`config.mk`:
```
export PLATFORM = sky130hd
export DESIGN_NAME = bc1_block_decoder
export DESIGN_NICKNAME = d
export VERILOG_FILES = /design/src/rtl/bc1_pkg.sv /design/src/rtl/bc1_front.sv /design/src/rtl/bc1_queue.sv /design/src/rtl/bc1_back.sv /design/src/rtl/bc1_block_decoder.sv
export SDC_FILE = /design/constraint.sdc
export NUM_CORES = 1
export LEC_CHECK = 0
export BUFFER_PORTS_ARGS = -buffer_cell sky130_fd_sc_hd__buf_2
export CAP_MARGIN = 20
export CORE_MARGIN = 2
export CORE_UTILIZATION = 30
export DETAILED_ROUTE_END_ITERATION = 6
export GPL_TIMING_DRIVEN = 0
export SLEW_MARGIN = 40
export SYNTH_ARGS = -nofsm -noshare
export SYNTH_HDL_FRONTEND = slang
export SYNTH_SLANG_ARGS = --single-unit
```
`constraint.sdc`:
```
create_clock -name clock -period 17.1 [get_ports clock]
set_input_delay 3.42 -clock clock [delete_from_list [all_inputs] [get_ports clock]]
set_output_delay 3.42 -clock clock [all_outputs]
set_load 0.02 [all_outputs]
```
`src/rtl/bc1_pkg.sv`:
```
// shared types, constants and colour arithmetic for the bc1 block decoder
package bc1_pkg;

   localparam int unsigned MaxBlocksAcross = 1024;
   localparam int unsigned HeightLimit     = 1024;
   localparam int unsigned CsrDataWidth    = 11;
   localparam int unsigned CoordWidth      = 10;

   typedef enum logic {
      CSR_WIDTH  = 1'b0,
      CSR_HEIGHT = 1'b1
   } csr_index_type;

   typedef struct packed {
      logic [7:0] blue;
      logic [7:0] green;
      logic [7:0] red;
      logic [7:0] alpha;
   } color_type;

   typedef struct packed {
      color_type [3:0]         palette;
      logic [31:0]             indices;
      logic [CoordWidth-1:0]   column;
      logic [CoordWidth-1:0]   row;
      logic                    last_image;
   } block_entry_type;

   // x*255/31 = 8x + floor(7x/31)
   function automatic logic [7:0] expand5(input logic [4:0] x);
      logic [7:0] t;
      logic [2:0] f;
      t = {x, 3'b000} - {3'b000, x};
      f = 3'(t >= 8'd31) + 3'(t >= 8'd62) + 3'(t >= 8'd93)
        + 3'(t >= 8'd124) + 3'(t >= 8'd155) + 3'(t >= 8'd186)
        + 3'(t >= 8'd217);
      return {x, 3'b000} + {5'b00000, f};
   endfunction

   // x*255/63 = 4x + floor(x/21)
   function automatic logic [7:0] expand6(input logic [5:0] x);
      logic [1:0] f;
      f = 2'(x >= 6'd21) + 2'(x >= 6'd42) + 2'(x >= 6'd63);
      return {x, 2'b00} + {6'b000000, f};
   endfunction

   // floor((2a+b)/3) via reciprocal 683/2048, exact below 2048
   function automatic logic [7:0] mix_third(input logic [7:0] a, input logic [7:0] b);
      logic [9:0]  s;
      logic [19:0] p;
      s = {1'b0, a, 1'b0} + {2'b00, b};
      p = 20'(s) * 20'd683;
      return p[18:11];
   endfunction

   function automatic logic [7:0] mix_half(input logic [7:0] a, input logic [7:0] b);
      logic [8:0] s;
      s = {1'b0, a} + {1'b0, b};
      return s[8:1];
   endfunction

endpackage

```
`src/rtl/bc1_front.sv`:
```
// front end: config registers, block position counter and palette build
module bc1_front import bc1_pkg::*; (
   input  logic                    clock,
   input  logic                    reset,
   input  logic                    csr_write,
   input  logic                    csr_index,
   input  logic [CsrDataWidth-1:0] csr_data,
   input  logic                    req_push,
   input  logic [63:0]             req_block_word,
   output logic                    req_full,
   output logic                    q_push,
   output block_entry_type         q_entry,
   input  logic                    q_full
);

   logic [CsrDataWidth-1:0] width_ff, width_in;
   logic [CsrDataWidth-1:0] height_ff, height_in;
   logic [CoordWidth-1:0]   col_ff, col_in;
   logic [CoordWidth-1:0]   row_ff, row_in;
   logic                    s1_valid_ff, s1_valid_in;
   logic [63:0]             s1_word_ff;
   logic [CoordWidth-1:0]   s1_col_ff;
   logic [CoordWidth-1:0]   s1_row_ff;
   logic                    s1_last_ff;

   logic                    accept;
   logic [CsrDataWidth-1:0] wb, hb;
   logic [CsrDataWidth-1:0] col_inc, row_inc;
   logic                    end_row, end_img;
   logic [15:0]             c0, c1;
   color_type               e0, e1, e2, e3;

   assign accept   = req_push && !req_full;
   assign req_full = s1_valid_ff && q_full;
   assign q_push   = s1_valid_ff && !q_full;

   // register writes
   always_comb begin
      width_in  = width_ff;
      height_in = height_ff;
      if (csr_write) begin
         unique case (csr_index_type'(csr_index))
            CSR_WIDTH:  width_in  = csr_data;
            CSR_HEIGHT: height_in = csr_data;
            default:    width_in  = width_ff;
         endcase
      end
   end

   // position walk, zero acts as one and oversize clamps
   always_comb begin
      wb = (width_ff == '0) ? CsrDataWidth'(1) :
           (width_ff > CsrDataWidth'(MaxBlocksAcross)) ? CsrDataWidth'(MaxBlocksAcross) :
           width_ff;
      hb = (height_ff == '0) ? CsrDataWidth'(1) :
           (height_ff > CsrDataWidth'(HeightLimit)) ? CsrDataWidth'(HeightLimit) :
           height_ff;
      col_inc = {1'b0, col_ff} + CsrDataWidth'(1);
      row_inc = {1'b0, row_ff} + CsrDataWidth'(1);
      end_row = col_inc >= wb;
      end_img = end_row && (row_inc >= hb);
      col_in  = col_ff;
      row_in  = row_ff;
      if (accept) begin
         if (end_row) begin
            col_in = '0;
            row_in = end_img ? '0 : row_inc[CoordWidth-1:0];
         end else begin
            col_in = col_inc[CoordWidth-1:0];
         end
      end
   end

   always_comb begin
      s1_valid_in = s1_valid_ff;
      if (accept) begin
         s1_valid_in = 1'b1;
      end else if (q_push) begin
         s1_valid_in = 1'b0;
      end
   end

   always_ff @(posedge clock) begin
      if (reset) begin
         width_ff    <= CsrDataWidth'(128);
         height_ff   <= CsrDataWidth'(128);
         col_ff      <= '0;
         row_ff      <= '0;
         s1_valid_ff <= 1'b0;
      end else begin
         width_ff    <= width_in;
         height_ff   <= height_in;
         col_ff      <= col_in;
         row_ff      <= row_in;
         s1_valid_ff <= s1_valid_in;
      end
   end

   always_ff @(posedge clock) begin
      if (accept) begin
         s1_word_ff <= req_block_word;
         s1_col_ff  <= col_ff;
         s1_row_ff  <= row_ff;
         s1_last_ff <= end_img;
      end
   end

   // endpoint expansion and palette
   always_comb begin
      c0 = s1_word_ff[15:0];
      c1 = s1_word_ff[31:16];
      e0.red   = expand5(c0[15:11]);
      e0.green = expand6(c0[10:5]);
      e0.blue  = expand5(c0[4:0]);
      e0.alpha = 8'hFF;
      e1.red   = expand5(c1[15:11]);
      e1.green = expand6(c1[10:5]);
      e1.blue  = expand5(c1[4:0]);
      e1.alpha = 8'hFF;
      if (c0 > c1) begin
         e2.red   = mix_third(e0.red, e1.red);
         e2.green = mix_third(e0.green, e1.green);
         e2.blue  = mix_third(e0.blue, e1.blue);
         e2.alpha = 8'hFF;
         e3.red   = mix_third(e1.red, e0.red);
         e3.green = mix_third(e1.green, e0.green);
         e3.blue  = mix_third(e1.blue, e0.blue);
         e3.alpha = 8'hFF;
      end else begin
         e2.red   = mix_half(e0.red, e1.red);
         e2.green = mix_half(e0.green, e1.green);
         e2.blue  = mix_half(e0.blue, e1.blue);
         e2.alpha = 8'hFF;
         // transparent black
         e3       = '0;
      end
      q_entry.palette    = {e3, e2, e1, e0};
      q_entry.indices    = s1_word_ff[63:32];
      q_entry.column     = s1_col_ff;
      q_entry.row        = s1_row_ff;
      q_entry.last_image = s1_last_ff;
   end

endmodule

```
`src/rtl/bc1_queue.sv`:
```
// two-entry block queue between the front end and the pixel sequencer
module bc1_queue import bc1_pkg::*; (
   input  logic            clock,
   input  logic            reset,
   input  logic            push,
   input  block_entry_type push_entry,
   output logic            full,
   input  logic            pop,
   output block_entry_type head,
   output logic            empty
);

   block_entry_type mem [2];
   logic       wr_ff, wr_in;
   logic       rd_ff, rd_in;
   logic [1:0] count_ff, count_in;
   logic       do_push, do_pop;

   assign full    = count_ff == 2'd2;
   assign empty   = count_ff == 2'd0;
   assign do_push = push && !full;
   assign do_pop  = pop && !empty;
   assign head    = mem[rd_ff];

   always_comb begin
      wr_in    = do_push ? ~wr_ff : wr_ff;
      rd_in    = do_pop ? ~rd_ff : rd_ff;
      count_in = count_ff + 2'(do_push) - 2'(do_pop);
   end

   always_ff @(posedge clock) begin
      if (reset) begin
         wr_ff    <= 1'b0;
         rd_ff    <= 1'b0;
         count_ff <= '0;
      end else begin
         wr_ff    <= wr_in;
         rd_ff    <= rd_in;
         count_ff <= count_in;
      end
   end

   always_ff @(posedge clock) begin
      if (do_push) begin
         mem[wr_ff] <= push_entry;
      end
   end

endmodule

```
`src/rtl/bc1_back.sv`:
```
// pixel sequencer: walks the sixteen pixels of the head block into the result register
module bc1_back import bc1_pkg::*; (
   input  logic            clock,
   input  logic            reset,
   input  block_entry_type head,
   input  logic            q_empty,
   output logic            q_pop,
   output logic            rsp_empty,
   input  logic            rsp_pop,
   output logic [11:0]     rsp_pixel_x,
   output logic [11:0]     rsp_pixel_y,
   output logic [7:0]      rsp_blue,
   output logic [7:0]      rsp_green,
   output logic [7:0]      rsp_red,
   output logic [7:0]      rsp_alpha,
   output logic            rsp_last_of_block,
   output logic            rsp_last_of_image
);

   logic [3:0]  pix_ff, pix_in;
   logic        valid_ff, valid_in;
   logic        step;
   logic [1:0]  k;
   color_type   col;
   logic        last;

   assign rsp_empty = !valid_ff;
   assign step      = !q_empty && (!valid_ff || rsp_pop);
   assign last      = pix_ff == 4'hF;
   assign q_pop     = step && last;
   assign k         = head.indices[{pix_ff, 1'b0} +: 2];
   assign col       = head.palette[k];

   always_comb begin
      pix_in   = step ? pix_ff + 4'd1 : pix_ff;
      valid_in = valid_ff;
      if (step) begin
         valid_in = 1'b1;
      end else if (rsp_pop) begin
         valid_in = 1'b0;
      end
   end

   always_ff @(posedge clock) begin
      if (reset) begin
         pix_ff   <= '0;
         valid_ff <= 1'b0;
      end else begin
         pix_ff   <= pix_in;
         valid_ff <= valid_in;
      end
   end

   always_ff @(posedge clock) begin
      if (step) begin
         rsp_pixel_x       <= {head.column, pix_ff[1:0]};
         rsp_pixel_y       <= {head.row, pix_ff[3:2]};
         rsp_blue          <= col.blue;
         rsp_green         <= col.green;
         rsp_red           <= col.red;
         rsp_alpha         <= col.alpha;
         rsp_last_of_block <= last;
         rsp_last_of_image <= last && head.last_image;
      end
   end

endmodule

```
`src/rtl/bc1_block_decoder.sv`:
```
// top level of the bc1 texture block decoder
//
// Input queue side: drive req_block_word and raise req_push; the 64-bit block
// (colour0 in bits 15:0, colour1 in 31:16, sixteen 2-bit indices above) is
// taken on any edge where req_full is low. Blocks arrive in raster block order.
// Result queue side: while rsp_empty is low the oldest pixel sits on the rsp_
// ports; pulse rsp_pop to take it. Each block gives sixteen pixels in row-major
// order, rsp_last_of_block flags the sixteenth, rsp_last_of_image the final
// pixel of the final block of the image.
// csr_write with csr_index 0 sets the width in blocks, index 1 the height;
// write only while idle. Reset sets both to 128 and the block position to 0,0.
// A block is registered in the input stage, then in the block queue, and its
// pixels leave through the result register. Throughput: one pixel per cycle
// while rsp_pop keeps up, set by the single result register fed by the pixel
// sequencer. A two-entry block queue and an input stage let two further blocks
// be taken while a block drains. When the receiver stops popping, the result
// register holds, the queue fills and req_full rises; nothing is lost.
module bc1_block_decoder import bc1_pkg::*; (
   input  logic                    clock,
   input  logic                    reset,
   input  logic                    csr_write,
   input  logic                    csr_index,
   input  logic [CsrDataWidth-1:0] csr_data,
   input  logic                    req_push,
   input  logic [63:0]             req_block_word,
   output logic                    req_full,
   output logic                    rsp_empty,
   input  logic                    rsp_pop,
   output logic [11:0]             rsp_pixel_x,
   output logic [11:0]             rsp_pixel_y,
   output logic [7:0]              rsp_blue,
   output logic [7:0]              rsp_green,
   output logic [7:0]              rsp_red,
   output logic [7:0]              rsp_alpha,
   output logic                    rsp_last_of_block,
   output logic                    rsp_last_of_image
);

   logic            q_push, q_full, q_pop, q_empty;
   block_entry_type q_entry, q_head;

   bc1_front u_front (
      .clock          (clock),
      .reset          (reset),
      .csr_write      (csr_write),
      .csr_index      (csr_index),
      .csr_data       (csr_data),
      .req_push       (req_push),
      .req_block_word (req_block_word),
      .req_full       (req_full),
      .q_push         (q_push),
      .q_entry        (q_entry),
      .q_full         (q_full)
   );

   bc1_queue u_queue (
      .clock      (clock),
      .reset      (reset),
      .push       (q_push),
      .push_entry (q_entry),
      .full       (q_full),
      .pop        (q_pop),
      .head       (q_head),
      .empty      (q_empty)
   );

   bc1_back u_back (
      .clock             (clock),
      .reset             (reset),
      .head              (q_head),
      .q_empty           (q_empty),
      .q_pop             (q_pop),
      .rsp_empty         (rsp_empty),
      .rsp_pop           (rsp_pop),
      .rsp_pixel_x       (rsp_pixel_x),
      .rsp_pixel_y       (rsp_pixel_y),
      .rsp_blue          (rsp_blue),
      .rsp_green         (rsp_green),
      .rsp_red           (rsp_red),
      .rsp_alpha         (rsp_alpha),
      .rsp_last_of_block (rsp_last_of_block),
      .rsp_last_of_image (rsp_last_of_image)
   );

endmodule

```
==> summary.txt, run 1 <==
Status
  • Status: completed

Clock tree
  • CTS Root Cell: clkbuf_16
  • Clock Pin Slew Worst Setup and Hold Paths: 0.06 ns
  • CTS tree: yes
  • Total setup buffers inserted after CTS: 0
  • Clock tree buffer depth: 3
  • Clock Latency Late Sink: 0.61 ns
  • CTS Buf Count: 54
  • CTS Hold Bufs: 0
  • PostCTS Resize Cnt: 0
  • Clock sinks: 489
  • H-Tree Depth: 2

Floorplan
  • Rows: 121
  • IO Pins: around 140
  • Die height: 335.8 microns
  • Core Region: about 110000 sq um
  • Die Wd: 335.8 microns
  • Initial core utilization: between 30% and 40%
  • Die area: about 110000 sq um

Place
  • Dpl cells: roughly 4300
  • Placer congestion estimate: 0.8394
  • HPWL Detailed: about 60000 microns
  • Port Buf Inserts: roughly 140

Critical path
  • CP max-delay cell: edfxtp_1
  • Reg2reg start: u_front.s1_word_ff[15]
  • Crit path kind: flop to flop
  • Crit-path max cell delay: 0.71 ns
  • Crit-path most repeated cell: inv_1
  • Critical Path AT: approximately 12 ns
  • Worst setup path startpoint: u_front.s1_word_ff[15]
  • Highest net fanout along the worst path: 9
  • Startpoint types: flop
  • Worst path required time: between 15 and 20 ns
  • Critical Path Sink Type: flop

STA
  • Worst Skew: between 0.015 and 0.02 ns
  • RSZ-0062 raised after global routing: false
  • Worst slew margin: 50.32%
  • Fin crit period: between 10 and 15 ns
  • Sum Neg Setup Slack: 0 ns
  • Final setup violation count: 0
  • Final hold violations: 0
  • Final period util: 66.36%
  • Max Clk Rate: 0.08812 GHz
  • Max Slew Vio Count: 0
  • Slew @ Worst Pin: 0.7264 ns

Route
  • First-pass DRT Iterations: 5
  • Remaining DRCs: 0
  • Via Count: 21010
  • Total wire length: 76280 microns
  • Iter 0 DRT Violations: 1230
  • Routed wire per std cell: 17.25 microns
  • Routed Antenna Nets: 0
  • Vias/cell: 4.750

Global route
  • Global-route wire length before repair: 120500 microns
  • Vias in the first global route: 21620
  • Initial antenna violation count: 5
  • Largest net degree at the start of global routing: 58
  • GRT Overall Usage: 13.63%
  • Overflow after GRT: 0

Cells and area
  • Area grow syn2layout: 14.18%
  • Area of the multi-input gates: 17340 sq um
  • # diodes: 0
  • Sequential cell area: 14150 sq um
  • Commonest non-fill, non-tap cells in the layout: 486 x ha_1, 436 x edfxtp_1, 327 x inv_1
  • Share of layout cells above drive strength 1: around 11%
  • Net count, final: about 3700
  • Fillers: 10810
  • Non-filler instance count after layout: 4423
  • Final Core Density: 34.59%
  • Most common cell after layout, fill and taps aside: ha_1

Synth
  • Register area share after synthesis: 42.87%
  • Largest area contributor in the netlist: edfxtp_1
  • Syn_area_per_cell: 11.99 sq um
  • Cells after Synth: 2754
  • Top_reg_cell synth: edfxtp_1
  • Syn Std Cell Area: 33020 sq um
  • Synthesis Warnings: 0
  • Top cells by area, synth: edfxtp_1 40%, ha_1 18%, fa_1 8.4%
  • Yosys top cell area share: 39.65%
  • Syn Nets: 3460
  • Synth unique cells: 70
  • Flops & latches, synth: slightly below 500
  • Asr flop ratio synth: 0%
  • Post-synth EDFFs: 436

Min path
  • Hold_sp: u_front.s1_row_ff[8]
  • Hold Path Class: flop to flop

Flow run
  • Max-cap viol count: 0
state kept, by name, indices dropped and copies added (netlist names), 10 cells and up, named ones only:
register            count
u_front.height_ff      11
u_front.s1_row_ff      10
u_front.s1_word_ff     64
u_front.row_ff         10
u_queue.mem           300
u_back.rsp_pixel_x     12
u_front.s1_col_ff      10
u_front.width_ff       11
u_back.rsp_pixel_y     12
u_front.col_ff         10
worst max-delay path: cells and delay by family, from the launching register on:
| family | cells | cell delay (ns) |
|---|---|---|
| adders and majority gates | 12 | 4.82 |
| xor gates and xnor gates | 2 | 0.62 |
| AOI/OAI and AO/OA | 15 | 3.51 |
| buffers and inverters | 7 | 0.80 |
| and+or+nand+nor | 5 | 0.60 |
| DFF | 1 | 0.71 |
metal layers:
metal  GRT usage, %  up-vias  share of wire (%)
li1               -    10310                  -
met4          3.597        2                2.3
met1          18.50    10160                 47
met2          22.72      432                 47
met3          1.972      101                4.5
met5              0        -              0.021
through the flow:
step	area [sq um]	worst slack, ns	hold slack (ns)
floorplan	33020	7.399	0.4064
global route	37700	4.854	0.4512
CTS	37680	5.479	0.4386
finish	37700	5.752	0.4387
global placement	35480	5.628	0.4228
detailed placement	35870	5.510	0.4250
area by class of cell:
| type | instances | share of cell area, % |
|---|---|---|
| multi-input cells | 1874 | 45.98 |
| flip-flops and latches | 489 | 37.54 |
| well taps | 1414 | 4.693 |
| clock buffers | 68 | 3.886 |
| inverters | 330 | 3.305 |
| repair buffers | 156 | 2.774 |
| clock inverters | 31 | 0.9359 |
| plain buffers | 61 | 0.8795 |
cells by family after synthesis:
group	after synthesis	share of synthesized area [%]
adders and majority gates	631	27.03
AOI/OAI and AO/OA	454	8.845
buffers and inverters	391	4.733
muxes	145	5.233
xor gates and xnor gates	174	4.657
and+or+nand+nor	470	6.639
DFF	489	42.87
cells in the mapped netlist, types with 12 or more instances:
| cell type | number |
|---|---|
| ha_1 | 486 |
| edfxtp_1 | 436 |
| inv_1 | 328 |
| a21oi_1 | 152 |
| nor2_1 | 143 |
| nand2_1 | 142 |
| fa_1 | 139 |
| xnor2_1 | 120 |
| mux2i_1 | 104 |
| o21ai_0 | 88 |
| dfxtp_1 | 53 |
| xor2_1 | 53 |
| a22o_1 | 49 |
| a21o_1 | 34 |
| clkbuf_1 | 33 |
| nor3_1 | 31 |
| nand3_1 | 29 |
| and3_1 | 24 |
| mux2_2 | 21 |
| mux4_2 | 20 |
| nor2b_1 | 20 |
| o21bai_1 | 20 |
| o21a_1 | 18 |
| nand2b_1 | 15 |
| a211oi_1 | 14 |
| buf_4 | 12 |
worst paths after layout:
| check | endpoint | slack, ns | depth (start not counted) |
|---|---|---|---|
| setup reg to reg | u_queue.mem[1][146] | 5.75 | 41 |
| hold reg to reg | u_queue.mem[1][9] | 0.44 | 0 |
| hold / removal | u_queue.mem[1][9] | 0.44 | 0 |
| setup / recovery | u_queue.mem[1][146] | 5.75 | 41 |
Power of run 1 is not shown: default switching activity piles up to over one toggle a cycle in this logic, so the estimate is an artifact.
==> inputs of run 2 (changes only) <==
--- a/config.mk
+++ b/config.mk
@@ -5,6 +5,7 @@
 export SDC_FILE = /design/constraint.sdc
 export NUM_CORES = 1
 export LEC_CHECK = 0
+export ABC_AREA = 1
 export BUFFER_PORTS_ARGS = -buffer_cell sky130_fd_sc_hd__buf_2
 export CAP_MARGIN = 20
 export CORE_MARGIN = 2
==> constraint.sdc (replaced) <==
create_clock -name clock -period 11.4 [get_ports clock]
set_input_delay 2.28 -clock clock [delete_from_list [all_inputs] [get_ports clock]]
set_output_delay 2.28 -clock clock [all_outputs]
set_load 0.02 [all_outputs]
==> summary.txt, run 2 <==
Status
  • Status: completed

Clock tree
  • CTS tree: yes
  • CTS Root Cell: clkbuf_16
  • PostCTS Resize Cnt: 0
  • Clock Pin Slew Worst Setup and Hold Paths: roughly 0.060 ns
  • CTS Buf Count: 52
  • Clock sinks: 489
  • Total setup buffers inserted after CTS: 0
  • Clock tree buffer depth: 3
  • CTS Hold Bufs: 0
  • H-Tree Depth: 2
  • Clock Latency Late Sink: 0.65 ns

Cells and area
  • Most common cell after layout, fill and taps aside: nand2_1
  • Sequential cell area: 14150 sq um
  • Largest registers: u_queue.mem (300), u_front.s1_word_ff (64)
  • Area of the multi-input gates: 19210 sq um
  • Area grow syn2layout: 13.88%
  • Max reg flops: 300
  • Share of layout cells above drive strength 1: 8.500%
  • Fillers: between 10000 and 15000
  • Commonest non-fill, non-tap cells in the layout: 783 x nand2_1, 514 x inv_1, 486 x ha_1
  • Top reg by flops: u_queue.mem
  • Net count, final: 4663

Global route
  • Overflow after GRT: 0
  • Initial antenna violation count: 18
  • Largest net degree at the start of global routing: 48
  • Vias in the first global route: 26100
  • Global-route wire length before repair: 144300 microns
  • GRT Overall Usage: 15.02%

Synth
  • Yosys top cell area share: about 37%
  • Synth unique cells: 48
  • Syn Std Cell Area: roughly 36000 sq um
  • Syn Nets: 4444
  • Top_reg_cell synth: edfxtp_1
  • Top cells by area, synth: edfxtp_1 37%, ha_1 17%, nand2_1 8.2%
  • Largest area contributor in the netlist: edfxtp_1
  • Register area share after synthesis: 39.64%
  • Most frequent cell after synthesis: nand2_1
  • Flops & latches, synth: 489
  • Asr flop ratio synth: 0%
  • Post-synth EDFFs: 436
  • Cells after Synth: between 3000 and 4000
  • Most frequent cells after synthesis: 783 x nand2_1, 514 x inv_1, 486 x ha_1
  • Syn_area_per_cell: 9.552 sq um
  • Synthesis Warnings: 0

Floorplan
  • Core Region: 118100 sq um
  • Rows: 126
  • Die area: 121800 sq um
  • Die height: between 300 and 400 microns
  • Die Wd: 349.0 microns
  • IO Pins: 141
  • Initial core utilization: between 30% and 40%

STA
  • Final hold violations: 0
  • Sum Neg Setup Slack: 0 ns
  • Worst slew margin: 45.23%
  • Fin crit period: roughly 10 ns
  • Worst Skew: roughly 0.063 ns
  • Final period util: 90.91%
  • RSZ-0062 raised after global routing: false
  • Max Clk Rate: ~0.096 GHz
  • Final setup violation count: 0
  • Slew @ Worst Pin: 0.8180 ns
  • Max Slew Vio Count: 0

Route
  • Routed Antenna Nets: 0
  • Routed wire per std cell: 16.59 microns
  • Remaining DRCs: 0
  • Iter 0 DRT Violations: 1783
  • Met2 WL: approximately 43000 microns
  • Total wire length: 91930 microns
  • Met3 WL: 4056 microns
  • Via Count: 26360
  • Metal-1 WL: 41690 microns
  • Vias/cell: between 4 and 5
  • Highest Signal Layer: met5
  • First-pass DRT Iterations: 6

Min path
  • Hold Path Class: flop to flop
  • Worst hold endpoint: u_queue.mem[0][28]
  • Hold_sp: u_front.s1_word_ff[39]
  • Worst hold path depth: 0

Critical path
  • Critical Path Sink Type: flop
  • Crit path kind: flop to flop
  • CP top delay family: adder cells
  • Crit-path max cell delay: 0.74 ns
  • Highest net fanout along the worst path: 9
  • Startpoint types: flop
  • Worst R2R Setup Slack: 1.04 ns
  • Critical Path AT: 10.69 ns
  • RR Endpoint: u_queue.mem[0][125]
  • Worst Path Buf+Inv: 9
  • Reg2reg path depth: 39
  • Worst path required time: 11.73 ns
  • Crit-path most repeated cell: inv_1
  • Reg2reg start: u_front.s1_word_ff[20]
  • CP max-delay cell: edfxtp_1

Flow run
  • Max-cap viol count: 0

Place
  • Port Buf Inserts: about 140
  • HPWL Detailed: 72740 microns
  • Placer congestion estimate: 0.8891
[run 2: cell types whose count changed in the layout (fill, tap and decap cells not counted), sizes merged, moves of 40 or more]
cell and change:
nand3 +258, o21ai +40, nor2 +78, a21oi +61, xnor2 -80, nand2 +646
a22o -49, inv +189
[run 2: worst max-delay path by stage]
stage | start | endpoint | cells after the start
2_1_floorplan | u_front.s1_word_ff[20] | u_queue.mem[0][127] | 38
3_3_place_gp | u_queue.count_ff[0] | u_queue.mem[0][115] | 4
3_5_place_dp | u_front.s1_word_ff[20] | u_queue.mem[0][125] | 39
4_1_cts | u_front.s1_word_ff[20] | u_queue.mem[0][125] | 39
5_1_grt | u_front.s1_word_ff[20] | u_queue.mem[0][125] | 40
6_report | u_front.s1_word_ff[20] | u_queue.mem[0][125] | 39
[run 2: cell families after synthesis]
kind of cell,count (synthesis),share of synthesized area (%)
AO/OA/AOI/OAI,422,6.493
adder cells (fa/ha/maj),625,24.82
XOR/XNOR,126,3.112
flip-flops,489,39.64
multiplexers,96,2.691
AND/OR/NAND/NOR,1391,16.60
buffers and inverters,589,6.644
[run 2: metal layers]
layer / GRT usage (%) / up-vias
li1: - / 13120
met1: 19.97 / 12460
met5: 0 / -
met2: 25.33 / 606
met4: 4.715 / 18
met3: 1.874 / 150
[run 2: area by class of cell]
class                           count  share of cell area (%)
Sequential cell                   489                   34.81
Tap cell                         1536                   4.726
Antenna cell                        5                 0.03077
Clock inverter                     35                  0.8369
Buffer                             70                   1.043
Clock buffer                       62                   3.366
Multi-Input combinational cell   2660                   47.25
Timing Repair Buffer              165                   3.132
Inverter                          519                   4.803
[run 2: per-stage QoR]
stage,setup slack [ns],hold WS [ns],cells,util (%),cell area [sq um]
2_1_floorplan,2.844,0.4215,3738,-,35710
3_3_place_gp,-0.4736,0.4227,5413,32.46,38320
3_5_place_dp,1.130,0.4306,5439,32.97,38930
4_1_cts,1.136,0.4452,5536,34.42,40640
5_1_grt,0.3556,0.4549,5539,34.43,40660
6_report,1.036,0.4366,5541,34.44,40660
Power of run 2 is left out for the same reason.
